[src/rfp_pkg.sv]
// ----------------------------------------------------------------------------
// rfp_pkg
// Shared types, frame constants and defaults of the radar report frame parser.
// ----------------------------------------------------------------------------
package rfp_pkg;

    localparam int BUFFER_BYTES = 64;
    localparam int GATE_COUNT   = 9;

    localparam logic [7:0] RESOLUTION_RESET = 8'd75;

    localparam logic [31:0] REPORT_HEAD = 32'hF4F3F2F1;
    localparam logic [31:0] REPORT_FOOT = 32'hF8F7F6F5;
    localparam logic [31:0] CMD_HEAD    = 32'hFDFCFBFA;
    localparam logic [31:0] CMD_FOOT    = 32'h04030201;

    localparam logic [7:0] MARK_REPORT = 8'hAA;
    localparam logic [7:0] MARK_TAIL   = 8'h55;
    localparam logic [7:0] MARK_CMD    = 8'h01;
    localparam logic [7:0] MODE_ENG    = 8'h01;

    // frame byte positions, also the read steps of the header pass
    localparam logic [4:0] POS_HEAD_END = 5'd3;
    localparam logic [4:0] POS_MODE     = 5'd6;
    localparam logic [4:0] POS_MARK     = 5'd7;
    localparam logic [4:0] POS_STATE    = 5'd8;
    localparam logic [4:0] POS_MD_LO    = 5'd9;
    localparam logic [4:0] POS_MD_HI    = 5'd10;
    localparam logic [4:0] POS_ME       = 5'd11;
    localparam logic [4:0] POS_SD_LO    = 5'd12;
    localparam logic [4:0] POS_SD_HI    = 5'd13;
    localparam logic [4:0] POS_SE       = 5'd14;
    localparam logic [4:0] POS_DD_LO    = 5'd15;
    localparam logic [4:0] POS_DD_HI    = 5'd16;
    localparam logic [4:0] POS_GATE_A   = 5'd17;
    localparam logic [4:0] POS_GATE_B   = 5'd18;
    localparam logic [4:0] STEP_TAIL_A  = 5'd19;
    localparam logic [4:0] STEP_TAIL_B  = 5'd20;
    localparam logic [4:0] POS_CMD_LAST = 5'd9;

    localparam int GATE_MOVE_BASE  = 19;
    localparam int GATE_STILL_BASE = 28;
    localparam int TAIL_A_BACK     = 6;
    localparam int TAIL_B_BACK     = 5;
    localparam int MIN_REPORT_LEN  = 12;
    localparam int MIN_CMD_LEN     = 10;
    localparam int FOOT_LEN        = 4;

    typedef enum logic [1:0] {
        KIND_SUMMARY = 2'd0,
        KIND_GATE    = 2'd1,
        KIND_ACK_OK  = 2'd2,
        KIND_ACK_BAD = 2'd3
    } t_kind;

    typedef enum logic [2:0] {
        S_IDLE,
        S_READ,
        S_DRAIN,
        S_EMIT,
        S_GATE_MOVE,
        S_GATE_STILL,
        S_GATE_OUT
    } t_state;

    typedef struct packed {
        t_kind       kind;
        logic [7:0]  tgt_status;
        logic        presence;
        logic [15:0] move_dist;
        logic [7:0]  move_pwr;
        logic [15:0] still_dist;
        logic [7:0]  still_pwr;
        logic [15:0] detect_dist;
        logic        engineering;
        logic [15:0] max_range_cm;
        logic [3:0]  gate_index;
        logic        last;
    } t_result;

    function automatic logic [7:0] head_byte(input logic [31:0] pat, input logic [1:0] idx);
        return pat[8 * (3 - idx) +: 8];
    endfunction

endpackage

[src/radar_report_frame_parser_core.sv]
// ----------------------------------------------------------------------------
// radar_report_frame_parser_core
// Serial frame parser: stores received bytes, detects report and command
// footers and emits summary, gate energy and acknowledgment transactions.
// ----------------------------------------------------------------------------
// throughput: one byte per cycle while no footer completes
// a footer byte starts a store read pass of 10 (command) or 21 (report) reads
// first result (ack or summary) is registered after the read pass, drain and emit states; emit waits on stall
// each gate result passes gate move, gate still and gate out, one store read port sets the pace
// reset: fill count cleared, all store valid bits cleared, reads zero
// ----------------------------------------------------------------------------
module radar_report_frame_parser_core #(
    parameter int BUFFER_BYTES = rfp_pkg::BUFFER_BYTES,
    parameter int GATE_COUNT   = rfp_pkg::GATE_COUNT
) (
    input  logic        i_clk,
    input  logic        i_rst_n,
    input  logic        i_cfg_we,
    input  logic [7:0]  i_cfg_data,
    input  logic        i_in_valid,
    input  logic [7:0]  i_rx_byte,
    output logic        o_in_stall,
    output logic        o_out_valid,
    input  logic        i_out_stall,
    output logic [1:0]  o_kind,
    output logic [7:0]  o_tgt_status,
    output logic        o_presence,
    output logic [15:0] o_move_dist,
    output logic [7:0]  o_move_pwr,
    output logic [15:0] o_still_dist,
    output logic [7:0]  o_still_pwr,
    output logic [15:0] o_detect_dist,
    output logic        o_engineering,
    output logic [15:0] o_max_range_cm,
    output logic [3:0]  o_gate_index,
    output logic        o_last
);

    localparam int AW = $clog2(BUFFER_BYTES);

    logic [7:0]       r_resolution;
    rfp_pkg::t_result w_result;
    logic             w_mem_we;
    logic [AW-1:0]    w_mem_waddr;
    logic [7:0]       w_mem_wdata;
    logic             w_mem_re;
    logic [AW-1:0]    w_mem_raddr;
    logic [7:0]       w_mem_rdata;

    always_ff @(posedge i_clk) begin
        if (!i_rst_n) begin
            r_resolution <= rfp_pkg::RESOLUTION_RESET;
        end else if (i_cfg_we) begin
            r_resolution <= i_cfg_data;
        end
    end

    rfp_frame_store #(
        .BUFFER_BYTES (BUFFER_BYTES),
        .AW           (AW)
    ) u_store (
        .i_clk   (i_clk),
        .i_rst_n (i_rst_n),
        .i_we    (w_mem_we),
        .i_waddr (w_mem_waddr),
        .i_wdata (w_mem_wdata),
        .i_re    (w_mem_re),
        .i_raddr (w_mem_raddr),
        .o_rdata (w_mem_rdata)
    );

    rfp_seq #(
        .BUFFER_BYTES (BUFFER_BYTES),
        .GATE_COUNT   (GATE_COUNT),
        .AW           (AW)
    ) u_seq (
        .i_clk        (i_clk),
        .i_rst_n      (i_rst_n),
        .i_in_valid   (i_in_valid),
        .i_rx_byte    (i_rx_byte),
        .o_in_stall   (o_in_stall),
        .i_resolution (r_resolution),
        .o_out_valid  (o_out_valid),
        .o_result     (w_result),
        .i_out_stall  (i_out_stall),
        .o_mem_we     (w_mem_we),
        .o_mem_waddr  (w_mem_waddr),
        .o_mem_wdata  (w_mem_wdata),
        .o_mem_re     (w_mem_re),
        .o_mem_raddr  (w_mem_raddr),
        .i_mem_rdata  (w_mem_rdata)
    );

    assign o_kind         = w_result.kind;
    assign o_tgt_status   = w_result.tgt_status;
    assign o_presence     = w_result.presence;
    assign o_move_dist    = w_result.move_dist;
    assign o_move_pwr     = w_result.move_pwr;
    assign o_still_dist   = w_result.still_dist;
    assign o_still_pwr    = w_result.still_pwr;
    assign o_detect_dist  = w_result.detect_dist;
    assign o_engineering  = w_result.engineering;
    assign o_max_range_cm = w_result.max_range_cm;
    assign o_gate_index   = w_result.gate_index;
    assign o_last         = w_result.last;

endmodule

[src/rfp_frame_store.sv]
// ----------------------------------------------------------------------------
// rfp_frame_store
// Frame byte memory with one write and one registered read port; entries not
// written since reset read as zero.
// ----------------------------------------------------------------------------
module rfp_frame_store #(
    parameter int BUFFER_BYTES = rfp_pkg::BUFFER_BYTES,
    parameter int AW           = $clog2(BUFFER_BYTES)
) (
    input  logic          i_clk,
    input  logic          i_rst_n,
    input  logic          i_we,
    input  logic [AW-1:0] i_waddr,
    input  logic [7:0]    i_wdata,
    input  logic          i_re,
    input  logic [AW-1:0] i_raddr,
    output logic [7:0]    o_rdata
);

    logic [7:0]              r_mem [BUFFER_BYTES];
    logic [BUFFER_BYTES-1:0] r_valid;
    logic [7:0]              r_rdata;

    always_ff @(posedge i_clk) begin
        if (i_we) begin
            r_mem[i_waddr] <= i_wdata;
        end
        if (i_re) begin
            r_rdata <= r_valid[i_raddr] ? r_mem[i_raddr] : 8'h00;
        end
    end

    always_ff @(posedge i_clk) begin
        if (!i_rst_n) begin
            r_valid <= '0;
        end else if (i_we) begin
            r_valid[i_waddr] <= 1'b1;
        end
    end

    assign o_rdata = r_rdata;

endmodule

[src/rfp_seq.sv]
// ----------------------------------------------------------------------------
// rfp_seq
// Byte intake, footer detection and the read sequencer that validates a
// frame from the store and produces the result transactions.
// ----------------------------------------------------------------------------
module rfp_seq #(
    parameter int BUFFER_BYTES = rfp_pkg::BUFFER_BYTES,
    parameter int GATE_COUNT   = rfp_pkg::GATE_COUNT,
    parameter int AW           = $clog2(BUFFER_BYTES)
) (
    input  logic             i_clk,
    input  logic             i_rst_n,
    input  logic             i_in_valid,
    input  logic [7:0]       i_rx_byte,
    output logic             o_in_stall,
    input  logic [7:0]       i_resolution,
    output logic             o_out_valid,
    output rfp_pkg::t_result o_result,
    input  logic             i_out_stall,
    output logic             o_mem_we,
    output logic [AW-1:0]    o_mem_waddr,
    output logic [7:0]       o_mem_wdata,
    output logic             o_mem_re,
    output logic [AW-1:0]    o_mem_raddr,
    input  logic [7:0]       i_mem_rdata
);

    rfp_pkg::t_state  r_state, n_state;
    logic [AW-1:0]    r_fill, n_fill;
    logic [23:0]      r_tail, n_tail;
    logic [AW-1:0]    r_len, n_len;
    logic             r_is_cmd, n_is_cmd;
    logic             r_ok, n_ok;
    logic [4:0]       r_step, n_step;
    logic [4:0]       r_cap_step, n_cap_step;
    logic             r_cap_vld, n_cap_vld;
    logic [3:0]       r_gate, n_gate;
    logic             r_out_valid, n_out_valid;

    logic             r_eng, n_eng;
    logic [7:0]       r_ts, n_ts;
    logic [15:0]      r_md, n_md;
    logic [7:0]       r_me, n_me;
    logic [15:0]      r_sd, n_sd;
    logic [7:0]       r_se, n_se;
    logic [15:0]      r_dd, n_dd;
    logic [7:0]       r_g_a, n_g_a;
    logic [7:0]       r_g_b, n_g_b;
    logic [7:0]       r_move, n_move;
    rfp_pkg::t_result r_out, n_out;

    logic             w_accept;
    logic             w_out_free;
    logic [AW-1:0]    w_new_len;
    logic [31:0]      w_new_tail;
    logic [7:0]       w_gate_max;
    logic [15:0]      w_range;
    logic [4:0]       w_last_step;
    logic [AW-1:0]    w_step_addr;

    assign w_accept    = i_in_valid && !o_in_stall;
    assign w_out_free  = !r_out_valid || !i_out_stall;
    assign w_new_len   = r_fill + AW'(1);
    assign w_new_tail  = {r_tail, i_rx_byte};
    assign w_gate_max  = (r_g_a > r_g_b) ? r_g_a : r_g_b;
    assign w_range     = 16'(w_gate_max) * 16'(i_resolution);
    assign w_last_step = r_is_cmd ? rfp_pkg::POS_CMD_LAST : rfp_pkg::STEP_TAIL_B;

    always_comb begin
        if (r_step == rfp_pkg::STEP_TAIL_A) begin
            w_step_addr = r_len - AW'(rfp_pkg::TAIL_A_BACK);
        end else if (r_step == rfp_pkg::STEP_TAIL_B) begin
            w_step_addr = r_len - AW'(rfp_pkg::TAIL_B_BACK);
        end else begin
            w_step_addr = AW'(r_step);
        end
    end

    always_comb begin
        n_state     = r_state;
        n_fill      = r_fill;
        n_tail      = r_tail;
        n_len       = r_len;
        n_is_cmd    = r_is_cmd;
        n_ok        = r_ok;
        n_step      = r_step;
        n_cap_step  = r_cap_step;
        n_cap_vld   = 1'b0;
        n_gate      = r_gate;
        n_out_valid = r_out_valid && i_out_stall;
        n_eng       = r_eng;
        n_ts        = r_ts;
        n_md        = r_md;
        n_me        = r_me;
        n_sd        = r_sd;
        n_se        = r_se;
        n_dd        = r_dd;
        n_g_a       = r_g_a;
        n_g_b       = r_g_b;
        n_move      = r_move;
        n_out       = r_out;
        o_mem_we    = 1'b0;
        o_mem_waddr = r_fill;
        o_mem_wdata = i_rx_byte;
        o_mem_re    = 1'b0;
        o_mem_raddr = w_step_addr;
        o_in_stall  = (r_state != rfp_pkg::S_IDLE);

        // capture of the header pass read data
        if (r_cap_vld) begin
            if (r_cap_step <= rfp_pkg::POS_HEAD_END) begin
                n_ok = r_ok && (i_mem_rdata == rfp_pkg::head_byte(
                    r_is_cmd ? rfp_pkg::CMD_HEAD : rfp_pkg::REPORT_HEAD, r_cap_step[1:0]));
            end
            case (r_cap_step)
                rfp_pkg::POS_MODE:    n_eng = (i_mem_rdata == rfp_pkg::MODE_ENG);
                rfp_pkg::POS_MARK:    n_ok = r_ok && (i_mem_rdata ==
                    (r_is_cmd ? rfp_pkg::MARK_CMD : rfp_pkg::MARK_REPORT));
                rfp_pkg::POS_STATE: begin
                    n_ts = i_mem_rdata;
                    n_ok = r_ok && (!r_is_cmd || i_mem_rdata == 8'h00);
                end
                rfp_pkg::POS_MD_LO: begin
                    n_md[7:0] = i_mem_rdata;
                    n_ok = r_ok && (!r_is_cmd || i_mem_rdata == 8'h00);
                end
                rfp_pkg::POS_MD_HI:   n_md[15:8] = i_mem_rdata;
                rfp_pkg::POS_ME:      n_me = i_mem_rdata;
                rfp_pkg::POS_SD_LO:   n_sd[7:0] = i_mem_rdata;
                rfp_pkg::POS_SD_HI:   n_sd[15:8] = i_mem_rdata;
                rfp_pkg::POS_SE:      n_se = i_mem_rdata;
                rfp_pkg::POS_DD_LO:   n_dd[7:0] = i_mem_rdata;
                rfp_pkg::POS_DD_HI:   n_dd[15:8] = i_mem_rdata;
                rfp_pkg::POS_GATE_A:  n_g_a = i_mem_rdata;
                rfp_pkg::POS_GATE_B:  n_g_b = i_mem_rdata;
                rfp_pkg::STEP_TAIL_A: n_ok = r_ok && (i_mem_rdata == rfp_pkg::MARK_TAIL);
                rfp_pkg::STEP_TAIL_B: n_ok = r_ok && (i_mem_rdata == 8'h00);
                default: ;
            endcase
        end

        unique case (r_state)
            rfp_pkg::S_IDLE: begin
                if (w_accept) begin
                    if (r_fill < AW'(BUFFER_BYTES - 1)) begin
                        o_mem_we = 1'b1;
                        n_fill   = w_new_len;
                        n_tail   = w_new_tail[23:0];
                        n_len    = w_new_len;
                        n_step   = '0;
                        if (w_new_len >= AW'(rfp_pkg::FOOT_LEN)) begin
                            if (w_new_tail == rfp_pkg::REPORT_FOOT) begin
                                n_fill   = '0;
                                n_is_cmd = 1'b0;
                                n_ok     = (w_new_len >= AW'(rfp_pkg::MIN_REPORT_LEN));
                                n_state  = rfp_pkg::S_READ;
                            end else if (w_new_tail == rfp_pkg::CMD_FOOT) begin
                                n_fill   = '0;
                                n_is_cmd = 1'b1;
                                n_ok     = (w_new_len >= AW'(rfp_pkg::MIN_CMD_LEN));
                                n_state  = rfp_pkg::S_READ;
                            end
                        end
                    end else begin
                        n_fill = '0;
                    end
                end
            end
            rfp_pkg::S_READ: begin
                o_mem_re   = 1'b1;
                n_cap_step = r_step;
                n_cap_vld  = 1'b1;
                if (r_step == w_last_step) begin
                    n_state = rfp_pkg::S_DRAIN;
                end else begin
                    n_step = r_step + 5'd1;
                end
            end
            rfp_pkg::S_DRAIN: begin
                n_state = rfp_pkg::S_EMIT;
            end
            rfp_pkg::S_EMIT: begin
                n_gate = '0;
                if (r_is_cmd) begin
                    if (w_out_free) begin
                        n_out       = '0;
                        n_out.kind  = r_ok ? rfp_pkg::KIND_ACK_OK : rfp_pkg::KIND_ACK_BAD;
                        n_out.last  = 1'b1;
                        n_out_valid = 1'b1;
                        n_state     = rfp_pkg::S_IDLE;
                    end
                end else if (!r_ok) begin
                    n_state = rfp_pkg::S_IDLE;
                end else if (w_out_free) begin
                    n_out.kind         = rfp_pkg::KIND_SUMMARY;
                    n_out.tgt_status   = r_ts;
                    n_out.presence     = (r_ts != 8'h00);
                    n_out.move_dist    = r_md;
                    n_out.move_pwr     = r_me;
                    n_out.still_dist   = r_sd;
                    n_out.still_pwr    = r_se;
                    n_out.detect_dist  = r_dd;
                    n_out.engineering  = r_eng;
                    n_out.max_range_cm = r_eng ? w_range : 16'h0000;
                    n_out.gate_index   = '0;
                    n_out.last         = !r_eng;
                    n_out_valid        = 1'b1;
                    n_state = r_eng ? rfp_pkg::S_GATE_MOVE : rfp_pkg::S_IDLE;
                end
            end
            rfp_pkg::S_GATE_MOVE: begin
                o_mem_re    = 1'b1;
                o_mem_raddr = AW'(rfp_pkg::GATE_MOVE_BASE) + AW'(r_gate);
                n_state     = rfp_pkg::S_GATE_STILL;
            end
            rfp_pkg::S_GATE_STILL: begin
                o_mem_re    = 1'b1;
                o_mem_raddr = AW'(rfp_pkg::GATE_STILL_BASE) + AW'(r_gate);
                n_move      = i_mem_rdata;
                n_state     = rfp_pkg::S_GATE_OUT;
            end
            rfp_pkg::S_GATE_OUT: begin
                if (w_out_free) begin
                    n_out             = '0;
                    n_out.kind        = rfp_pkg::KIND_GATE;
                    n_out.move_pwr    = r_move;
                    n_out.still_pwr   = i_mem_rdata;
                    n_out.engineering = 1'b1;
                    n_out.gate_index  = r_gate;
                    n_out.last        = (r_gate == 4'(GATE_COUNT - 1));
                    n_out_valid       = 1'b1;
                    if (r_gate == 4'(GATE_COUNT - 1)) begin
                        n_state = rfp_pkg::S_IDLE;
                    end else begin
                        n_gate  = r_gate + 4'd1;
                        n_state = rfp_pkg::S_GATE_MOVE;
                    end
                end
            end
            default: n_state = rfp_pkg::S_IDLE;
        endcase
    end

    always_ff @(posedge i_clk) begin
        if (!i_rst_n) begin
            r_state     <= rfp_pkg::S_IDLE;
            r_fill      <= '0;
            r_cap_vld   <= 1'b0;
            r_out_valid <= 1'b0;
            r_is_cmd    <= 1'b0;
            r_ok        <= 1'b0;
            r_step      <= '0;
            r_gate      <= '0;
        end else begin
            r_state     <= n_state;
            r_fill      <= n_fill;
            r_cap_vld   <= n_cap_vld;
            r_out_valid <= n_out_valid;
            r_is_cmd    <= n_is_cmd;
            r_ok        <= n_ok;
            r_step      <= n_step;
            r_gate      <= n_gate;
        end
    end

    always_ff @(posedge i_clk) begin
        r_tail     <= n_tail;
        r_len      <= n_len;
        r_cap_step <= n_cap_step;
        r_eng      <= n_eng;
        r_ts       <= n_ts;
        r_md       <= n_md;
        r_me       <= n_me;
        r_sd       <= n_sd;
        r_se       <= n_se;
        r_dd       <= n_dd;
        r_g_a      <= n_g_a;
        r_g_b      <= n_g_b;
        r_move     <= n_move;
        r_out      <= n_out;
    end

    assign o_out_valid = r_out_valid;
    assign o_result    = r_out;

endmodule
[config.mk]
export PLATFORM = sky130hd
export DESIGN_NAME = radar_report_frame_parser_core
export DESIGN_NICKNAME = d
export VERILOG_FILES = /design/src/rfp_pkg.sv /design/src/radar_report_frame_parser_core.sv /design/src/rfp_frame_store.sv /design/src/rfp_seq.sv
export SDC_FILE = /design/constraint.sdc
export NUM_CORES = 1
export LEC_CHECK = 0
export BUFFER_PORTS_ARGS = -buffer_cell sky130_fd_sc_hd__buf_4
export CAP_MARGIN = 20
export CORE_ASPECT_RATIO = 0.7
export CORE_UTILIZATION = 40
export CTS_BUF_LIST = sky130_fd_sc_hd__clkbuf_8
export CTS_CLUSTER_SIZE = 20
export DETAILED_ROUTE_END_ITERATION = 12
export PLACE_DENSITY = 0.59
export SETUP_SLACK_MARGIN = 0.02
export SYNTH_ARGS = -nofsm -noshare
export SYNTH_HDL_FRONTEND = slang
export SYNTH_SLANG_ARGS = --single-unit
[constraint.sdc]
create_clock -name i_clk -period 8.9 [get_ports i_clk]
set_clock_uncertainty 0.1 [all_clocks]
set_input_delay 0.445 -clock i_clk [delete_from_list [all_inputs] [get_ports i_clk]]
set_output_delay 0.445 -clock i_clk [all_outputs]
set_load 0.02 [all_outputs]
Word-level counts from Yosys, hierarchy flattened
Memories as Yosys holds them, arrays and structs flattened. A register that Yosys moved wholly into a read port is not among the register bits.
Index checks and enable logic that the tools add are counted.
Widths: inputs -> output; s select.
{"block": "word_totals", "ff_bits": 323, "latch_bits": 0, "ram_bits": 512, "rom_bits": 0, "in_bits": 21, "out_inout_bits": 99, "elab_cells": 211, "n_memories": 1}
{"memory": "u_store.r_mem", "words": 64, "width": 8, "rd": 1, "rd_clocked_by_memory_dff": 1, "write_ports": 1, "line_no": "rfp_frame_store.sv:20", "rtl": "logic [7:0] r_mem [BUFFER_BYTES];"}
{"block": "op_classes", "addsub": 8, "n_mul": 1, "div_mod_pow": 0, "n_lt_le_gt_ge": 9, "eq_ne": 42, "shifts": 1, "mux": 66, "n_bitwise": 1, "reduce_logical": 44}
{"operator": "$mux 97", "n": 5}
{"operator": "$pmux 97 s2", "n": 1}
{"operator": "$or 64x64->64", "n": 1}
{"operator": "$eq 5x4->1 const B", "n": 8}
{"operator": "$mux 3", "n": 13}
{"operator": "$mux 6", "n": 6}
{"operator": "$eq 5x5->1 const B", "n": 7}
{"operator": "$shiftx 32x33->8", "n": 1}
{"operator": "$eq 32x27->1 const B", "n": 1}
{"operator": "$eq 32x32->1 const B", "n": 1}
{"operator": "$mux 28", "n": 1}
{"operator": "$reduce_and 2->1", "n": 13}
{"operator": "$mux 1", "n": 23}
{"operator": "$pmux 3 s7", "n": 1}
{"operator": "$mux 5", "n": 4}
{"operator": "$eq 8x8->1", "n": 2}
{"operator": "$mul 8x8->16", "n": 1}
{"operator": "$mux 16", "n": 1}
{"operator": "$mux 8", "n": 2}
{"operator": "$lt 6x7->1 const B", "n": 2}
{"operator": "$add 5x4->6 const A", "n": 2}
{"operator": "$ge 6x4->1 const B", "n": 2}
{"operator": "$pmux 6 s2", "n": 1}
{"operator": "$sub 6x3->6 const B", "n": 2}
{"operator": "other kinds (42)", "n": 71}

Logic depth before layout (Yosys ltp)
Gate-level depths: netlist of run 1.
{"block": "logic_depth", "ltp_word": 13, "mapped_depth": 27, "mapped_depth_nobuf": 27}

Modules after synthesis
From an unflattened synthesis of run 1, not the netlist that was laid out.
{"block": "hier_totals", "hier_cells": 2080, "area_unflattened_um2": 34877.2}
{"mod": "rfp_frame_store", "n_inst": 1, "cells_each": 1092, "area_per_inst_um2": 22280.1, "seq_area_each_um2": 16896.2}
{"mod": "rfp_seq", "n_inst": 1, "cells_each": 963, "area_per_inst_um2": 12305.6, "seq_area_each_um2": 7317.0}
{"mod": "radar_report_frame_parser_core", "n_inst": 1, "cells_each": 25, "area_per_inst_um2": 291.5, "seq_area_each_um2": 160.2}

Least setup slack after synthesis of run 1
No wires, ideal clock.
{"block": "synth_timing", "path_kind": "register to register", "start": "reg u_seq.r_state[0]", "end": "reg u_seq.r_out (netlist bit u_seq.o_result[0]) (enable)", "arrival_ns": 5.898, "setup_slack_ns": 2.317, "stages_incl_launch_ff": 7, "n_path_buf": 2, "path_cell_list": "dfxtp_1 > clkbuf_1 > clkbuf_1 > nand3_1 > nor2_1 > nor2_1 > a21oi_1"}
{"block": "synth_via", "elab_chain_cells": 3, "word_cells_on_any_way": 8}
{"element": "start, declared", "line_no": "rfp_seq.sv:28", "rtl": "rfp_pkg::t_state r_state, n_state;"}
{"element": "start signal, assigned", "line_no": "rfp_seq.sv:246", "rtl": "r_state <= rfp_pkg::S_IDLE;"}
{"element": "start signal, assigned", "line_no": "rfp_seq.sv:255", "rtl": "r_state <= n_state;"}
{"element": "$eq 3x2->1 / $eq 3x3->1 (equally long branches)", "line_no": "rfp_seq.sv:142", "rtl": "unique case (r_state)"}
{"element": "$ne 3x1->1 (no line) (tied with other cells)"}
{"element": "$reduce_and 5->1 (no line) *"}
{"element": "end signal, assigned", "line_no": "rfp_seq.sv:280", "rtl": "r_out <= n_out;"}
{"element": "end, declared", "line_no": "rfp_seq.sv:50", "rtl": "rfp_pkg::t_result r_out, n_out;"}
Mark *: on every way between the ends. The rest lies on a longest branch, timed or not.
A chain may end at the register's enable or synchronous reset.

Final worst setup path of run 1
{"block": "layout_timing", "start": "reg u_seq.r_g_a[5]", "end": "reg u_seq.r_out (netlist bit u_seq.o_result[19]) (data pin)"}
{"block": "layout_via", "elab_chain_cells": 8}
{"element": "start, declared", "line_no": "rfp_seq.sv:47", "rtl": "logic [7:0] r_g_a, n_g_a;"}
{"element": "start signal, assigned", "line_no": "rfp_seq.sv:277", "rtl": "r_g_a <= n_g_a;"}
{"element": "$gt 8x8->1", "line_no": "rfp_seq.sv:65", "rtl": "assign w_gate_max = (r_g_a > r_g_b) ? r_g_a : r_g_b;"}
{"element": "$mux 8 *", "line_no": "rfp_seq.sv:65"}
{"element": "$mul 8x8->16 *", "line_no": "rfp_seq.sv:66", "rtl": "assign w_range = 16'(w_gate_max) * 16'(i_resolution);"}
{"element": "$mux 16 *", "line_no": "rfp_seq.sv:204", "rtl": "n_out.max_range_cm = r_eng ? w_range : 16'h0000;"}
{"element": "$mux 97 *", "line_no": "rfp_seq.sv:194", "rtl": "end else if (w_out_free) begin"}
{"element": "$mux 97 *", "line_no": "rfp_seq.sv:192", "rtl": "end else if (!r_ok) begin"}
{"element": "$mux 97 *", "line_no": "rfp_seq.sv:184", "rtl": "if (r_is_cmd) begin"}
{"element": "$pmux 97 s2 *", "line_no": "rfp_seq.sv:142"}
Mark *: on every way between the ends. The rest lies on a longest branch, timed or not. The select of a mux whose other input is x is not followed.

==> results.json, run 1 <==
{
  "outcome": "complete, no violations",
  "arrival_ns": 7.41,
  "fillCellCount": 7932,
  "grt_pass1_vias": 22500,
  "power.density_nw_per_um2": 190,
  "ir_drop_mv": 0.144,
  "comb_power_share_pct": 3.7,
  "drt-pass1-iter-count": 8,
  "r2r-start": "u_seq.r_g_a[5]",
  "die_h_um": 253,
  "hp-start": "i_rx_byte[2]",
  "cts_tree": "built",
  "setup_viol": 0,
  "cts_sinks": 843,
  "core_area_um2": 88600,
  "period_needed_ns": 6.99,
  "ys_seq_area_share_pct": 67.8,
  "rsz0062_at_grt": "false",
  "ys_seq_elements": 843,
  "synth_edf_count": 749,
  "reg2reg_slack_ns": 1.91,
  "postCtsSetupBuffers": 0,
  "placed_cell_area_um2": 38000,
  "layout-drive-gt1-share_pct": 11.7,
  "cp_slowest_stage_delay_ns": 0.70,
  "grt_max_degree": 138,
  "reg2reg_depth": 23,
  "final.setup.tns_ns": 0,
  "rows": 91,
  "p_int_w": 0.00602,
  "hold_violations": 0,
  "syn_avg_cell_area_um2": 13.0,
  "dieArea_um2": 91100,
  "slew_headroom_pct": 18.7,
  "endpoint_kind": "flip-flop",
  "area_growth_pct": 13.5,
  "gp_congestion": 0.841,
  "r2r-end": "u_seq.o_result[19]",
  "switchingPower_w": 0.00174,
  "ys_warn_count": 0,
  "final_nets": 3039,
  "yosysUniqueCellTypes": 80,
  "portBuffers": 119,
  "drt_wl_total_mm": 94.6,
  "fin_util_pct": 46.1,
  "min_path_type": "input port to flip-flop",
  "gr-usage-all-layers_pct": 20.7,
  "min_path_cells": 1,
  "drc_errors": 0,
  "required_ns": 9.32,
  "crit_type": "flip-flop to flip-flop",
  "synth-async-reset-ratio_pct": 0,
  "p_leak_nw": 14.4,
  "start_kind": "flip-flop",
  "hold_buffers": 26,
  "wire_per_inst_um": 22.5,
  "start_util_pct": 40.6,
  "drv_cap": 0,
  "clkPwrFrac_pct": 40.6,
  "worstSkewPairLatency_ns": 0.80,
  "switching_share_pct": 22.4,
  "path_cells": "ha_1 -> a21o_1 -> a21o_1 -> a21oi_1 -> o21ai_0 -> nand2_1 -> mux2i_1 -> nor2b_1 -> fa_1 -> fa_1 -> inv_1 -> fa_1 -> fa_1 -> inv_1 -> ha_1 -> inv_1 -> o21ai_0 -> a21oi_1 -> o21ai_0 -> a211o_1 -> a2111oi_0 -> o21ai_0 -> nor3b_1",
  "crit_start": "u_seq.r_g_a[5]",
  "final_area_um2": 40800,
  "htreeDepth": 4,
  "grt_overflow": 0,
  "clockRootBuffer": "clkbuf_8",
  "numCtsBuffers": 133,
  "slew_violations": 0,
  "viasPerCell": 5.55,
  "io_pins": 120,
  "clk_pin_slew_ns": 0.06,
  "p_seq_share_pct": 55.7,
  "grt_pass1_wl_mm": 141,
  "vias": 23300,
  "hold_ws_ns": 0.177,
  "syn-num-nets": 2877,
  "critPathMaxFanout": 9,
  "antenna_found_initial": 1,
  "dpl.hpwl_mm": 57.7,
  "ant_nets": 0,
  "crit_path_top_delay_cell": "mux2i_1",
  "fmax_ghz": 0.143,
  "netlist_instances": 2762,
  "dominantRegCellSynth": "edfxtp_1",
  "whs_endpoint": "u_seq.r_tail[2]",
  "syn_area_um2": 35900,
  "max_slew.worst_pin.slew_ns": 1.21,
  "period_share_pct": 78.5,
  "dr.first_iter.drc_count": 2532,
  "clk_path_buf_depth": 3,
  "die_w_um": 360,
  "ctsResizeCount": 0
}
power groups by stage:
stage,sequential [W],clock (W),combinational (W)
2_1_floorplan,0.00440,0,0.000175
3_3_place_gp,0.00440,0,0.000273
3_5_place_dp,0.00440,0,0.000274
4_1_cts,0.00432,0.00322,0.000288
5_1_grt,0.00432,0.00339,0.000322
6_report,0.00432,0.00315,0.000286
Yosys cell counts, types with 7 or more instances:
library cell / instances / area (um^2)
ha_1: 58 / 726
and3_1: 63 / 394
nand2b_1: 19 / 119
or2_2: 7 / 43.8
inv_1: 99 / 372
edfxtp_1: 749 / 22500
a31oi_1: 29 / 181
dfxtp_1: 94 / 1880
a21boi_0: 9 / 67.6
fa_1: 36 / 721
a211oi_1: 33 / 248
buf_2: 32 / 160
nor3_1: 24 / 120
a311oi_1: 19 / 166
xnor2_1: 9 / 78.8
mux2i_1: 97 / 971
o211a_1: 12 / 120
a22o_1: 7 / 61.3
and2_1: 11 / 68.8
a221oi_1: 15 / 131
nor2b_1: 71 / 444
nand4_1: 16 / 100
o21ai_0: 34 / 170
nor4_1: 8 / 50.1
a32oi_1: 27 / 236
buf_4: 11 / 82.6
or3_1: 7 / 43.8
o21a_1: 74 / 556
nor2_1: 176 / 661
a2111oi_0: 15 / 131
o22a_1: 24 / 210
clkbuf_1: 95 / 357
buf_1: 17 / 63.8
nand3_1: 191 / 956
xor2_1: 12 / 105
nand2_1: 439 / 1650
o221ai_1: 14 / 123
a21oi_1: 26 / 130
worst max-delay path: cells and delay by family (launching register included):
family / cells / cell delay (ns)
buffers and inverters: 3 / 0.17
flip-flops: 1 / 0.39
multiplexers: 1 / 0.70
adder cells (fa/ha/maj): 6 / 2.63
AO/OA/AOI/OAI: 10 / 2.08
AND/OR/NAND/NOR: 3 / 0.66
cells in the final DEF, fill, tap and decap left out, types with 10 or more instances in the layout:
master and n:
o22a_1 24, nand2_1 438, nor2b_1 71, a2111oi_0 15
nand3_1 191, o221ai_1 14, nand2b_1 19, xor2_1 12
ha_1 58, a31oi_1 29, buf_4 149, nand4_1 16
mux2i_1 97, nor2_1 175, o211a_1 12, fa_1 36
a211oi_1 33, inv_1 153, a311oi_1 19, clkbuf_8 143
and3_1 63, and2_1 11, a21oi_1 25, clkinv_2 10
clkinv_1 19, dlygate4sd3_1 26, a32oi_1 27, o21a_1 74
o21ai_0 34, dfxtp_1 94, nor3_1 24, edfxtp_1 749
a221oi_1 15
how the worst max path moves through the flow:
stage | end | slack (ns) | cells after the start
finish | u_seq.o_result[19] | 1.91 | 23
global route | u_seq.o_result[19] | 1.42 | 24
CTS | u_seq.o_result[19] | 1.90 | 23
detailed placement | u_seq.o_result[19] | 1.97 | 23
global placement | u_seq.o_result[19] | 1.91 | 24
floorplan | u_seq.o_result[0] | 2.32 | 6
sequential cells by signal, indices dropped and copies added, names as in the netlist, 6 cells and up:
| name | flops |
|---|---|
| u_store.o_rdata | 8 |
| u_seq.r_tail | 24 |
| r_resolution | 8 |
| u_seq.r_ts | 8 |
| u_store.r_valid | 64 |
| u_store.r_mem | 512 |
| u_seq.r_len | 6 |
| u_seq.o_result | 97 |
| u_seq.r_move | 8 |
| u_seq.r_sd | 16 |
| u_seq.r_dd | 16 |
| u_seq.r_g_b | 8 |
| u_seq.r_md | 16 |
| u_seq.r_me | 8 |
| u_seq.r_g_a | 8 |
| u_seq.r_se | 8 |
| u_seq.o_mem_waddr | 6 |
cells by family (layout without fill, tap and decap cells):
logic type	after synthesis	after routing	share of synthesized area (%)
other	0	1	0
buffers and inverters	255	524	2.89
XOR/XNOR	21	21	0.512
multiplexers	101	101	2.84
flip-flops	843	843	67.8
adder cells (fa/ha/maj)	94	94	4.02
AND/OR/NAND/NOR	1066	1066	13.8
AO/OA/AOI/OAI	382	382	8.17
layout make-up:
class	instances	area (um^2)	area share (%)
antenna	1	2.50	0.00613
clock buffer	143	1970	4.82
clock inverter	99	543	1.33
inverter	100	375	0.920
multi-input combinational	1664	10600	26.0
sequential	843	24400	59.7
tap	1162	1450	3.56
timing repair buffer	182	1500	3.67
metal layers:
| metal | GRT usage (%) | wire length, um | up-vias |
|---|---|---|---|
| met4 | 6.43 | 1780 | 0 |
| met5 | 0 | 0 | - |
| li1 | - | - | 10500 |
| met3 | 4.79 | 8380 | 145 |
| met2 | 29.9 | 40400 | 1041 |
| met1 | 30.8 | 44000 | 11500 |
metrics by stage:
| stage | setup slack, ns | total power [W] | instances |
|---|---|---|---|
| 6_report | 1.91 | 0.00776 | 4194 |
| 5_1_grt | 1.42 | 0.00803 | 4193 |
| 4_1_cts | 1.90 | 0.00782 | 4192 |
| 3_3_place_gp | 1.91 | 0.00468 | 3920 |
| 3_5_place_dp | 1.97 | 0.00468 | 3924 |
| 2_1_floorplan | 2.32 | 0.00457 | 2762 |
Note: power is estimated with default switching activity, not from simulation.
==> run 2, diff against run 1 <==
PLACE_DENSITY = 0.61   (was 0.59)
clock period = 6.4 ns   (was 8.9 ns; I/O delays follow)
==> run 2 against run 1 <==
Power grew 39%. Sequential power rose by 39%. Largest power group unchanged. Clock power up 37%. Final cell count increased by 1.0%. Wire length is 1.1% higher. Via count is 1.7% higher. Die area is the same. Critical endpoint unchanged. Combinational power increased by 52%.
==> results.json, run 2 (synthesis results as in run 1) <==
{
  "critPathMaxFanout": 4,
  "clk_pin_slew_ns": 0.06,
  "drv_cap": 0,
  "endpoint_kind": "flip-flop",
  "rows": 91,
  "cts_sinks": 843,
  "hold_violations": 0,
  "largest_reg_flops": 512,
  "antenna_found_initial": 2,
  "core_area_um2": 88600,
  "gr-usage-all-layers_pct": 20.9,
  "outcome": "complete, no violations",
  "drt_wl_total_mm": 95.6,
  "final_area_um2": 41200,
  "portBuffers": 119,
  "crit_type": "flip-flop to flip-flop",
  "ir_drop_mv": 0.204,
  "layout-drive-gt1-share_pct": 13.3,
  "slew_violations": 0,
  "final_nets": 3081,
  "grt_pass1_wl_mm": 143,
  "drt-met1-wl_mm": 42.7,
  "p_leak_nw": 14.6,
  "final_cell_mix": "edfxtp_1 (749), nand2_1 (437), buf_4 (193), nand3_1 (191), nor2_1 (175)",
  "slew_headroom_pct": 25.4,
  "setup_viol": 0,
  "dieArea_um2": 91100,
  "grt_max_degree": 86,
  "setup_ws_ns": 0.301,
  "min_path_type": "input port to flip-flop",
  "gp_congestion": 0.880,
  "ant_nets": 0,
  "period_needed_ns": 6.10,
  "place_ws_ns": -0.0783,
  "final_common_cell": "edfxtp_1",
  "period_share_pct": 95.3,
  "max_slew.worst_pin.slew_ns": 1.12,
  "numCtsBuffers": 132,
  "drt-pass1-iter-count": 8,
  "wire_per_inst_um": 22.6,
  "arrival_ns": 6.55,
  "rsz0062_at_grt": "false",
  "fmax_ghz": 0.164,
  "worstSkewPairLatency_ns": 0.82,
  "dr_wl_met2_mm": 40.4,
  "power.density_nw_per_um2": 261,
  "cts_tree": "built",
  "vias": 23700,
  "drc_errors": 0,
  "top_layer": "met4",
  "start_kind": "flip-flop",
  "clockRootBuffer": "clkbuf_8",
  "required_ns": 6.85,
  "dpl.hpwl_mm": 59.7,
  "area_growth_pct": 14.6,
  "viasPerCell": 5.58,
  "die_h_um": 253,
  "wl_met3_mm": 10.1,
  "clk_path_buf_depth": 3,
  "die_w_um": 360,
  "dr.first_iter.drc_count": 2802,
  "grt_overflow": 0,
  "top_register": "u_store.r_mem",
  "start_util_pct": 40.6,
  "placed_cell_area_um2": 38300,
  "htreeDepth": 4,
  "grt_pass1_vias": 22600,
  "io_pins": 120
}
run 2: cell count changes in the layout (fill, tap and decap cells not counted), sizes merged:
cell | previous run | this run
buf | 156 | 199
bufinv | 4 | 1
clkbuf | 143 | 148
clkinv | 29 | 37
clkinvlp | 9 | 7
inv | 157 | 148
run 2: area by class of cell:
cell class              count  area (um^2)
diodes                      1         2.50
clock buffers             148         2040
clock inverters            93          435
fillers                  7849        47400
inverters                 100          375
multi-input cells        1664        10700
flip-flops and latches    843        24400
well taps                1162         1450
repair buffers            225         1840
run 2: metrics by stage:
stage,hold WS [ns],cells,util (%),total power (W),TNS [ns]
after detailed placement,0.341,3958,43.2,0.00653,-0.0783
after floorplan,0.309,2762,-,0.00636,0
after global placement,0.325,3957,43.2,0.00652,-0.0240
after global routing,0.180,4235,46.5,0.0111,0
after CTS,0.0858,4225,46.3,0.0108,0
final,0.170,4236,46.5,0.0107,0
run 2: final timing paths:
kind / endpoint / slack [ns] / cells after the start / start
setup reg to reg: u_seq.o_result[19] / 0.30 / 23 / u_seq.r_g_a[5]
hold / removal: r_resolution[3] / 0.17 / 4 / i_cfg_data[3]
setup / recovery: u_seq.o_result[19] / 0.30 / 23 / u_seq.r_g_a[5]
hold reg to reg: u_seq.r_tail[9] / 0.35 / 0 / u_seq.r_tail[1]
run 2: timing repair:
item	4_1_cts	5_1_grt
hold buffers	26	0
endpoints found under the setup margin	1	4
resized for setup	5	13
hold endpoints to repair	199	0
buffers inserted	0	5
pin swaps	0	3
run 2: where the power goes:
part / switching, W / internal (W) / total [W]
clock: 0.00214 / 0.00216 / 0.00430
combinational: 0.000264 / 0.000172 / 0.000436
sequential: 0.0000204 / 0.00599 / 0.00601
run 2: worst max-delay path: stages (launching register included):
cell and delay [ns]:
edfxtp_1 0.39, ha_1 0.32, a21o_1 0.19, a21o_1 0.18, a21oi_2 0.13, o21ai_1 0.08, nand2_2 0.11, buf_4 0.16
mux2i_4 0.27, nand2b_1 0.15, fa_1 0.44, fa_1 0.55, inv_1 0.06, fa_1 0.52, inv_1 0.05, fa_1 0.52
inv_1 0.04, ha_1 0.29, a21oi_1 0.20, o21ai_1 0.12, a211o_1 0.35, a2111oi_4 0.33, o21ai_0 0.13, nor3b_1 0.14
run 2: routing by layer:
metal	vias to the layer above	global-route usage [%]
li1	10600	-
met1	11700	30.7
met2	1192	29.6
met3	161	5.69
met4	0	7.18
met5	-	0
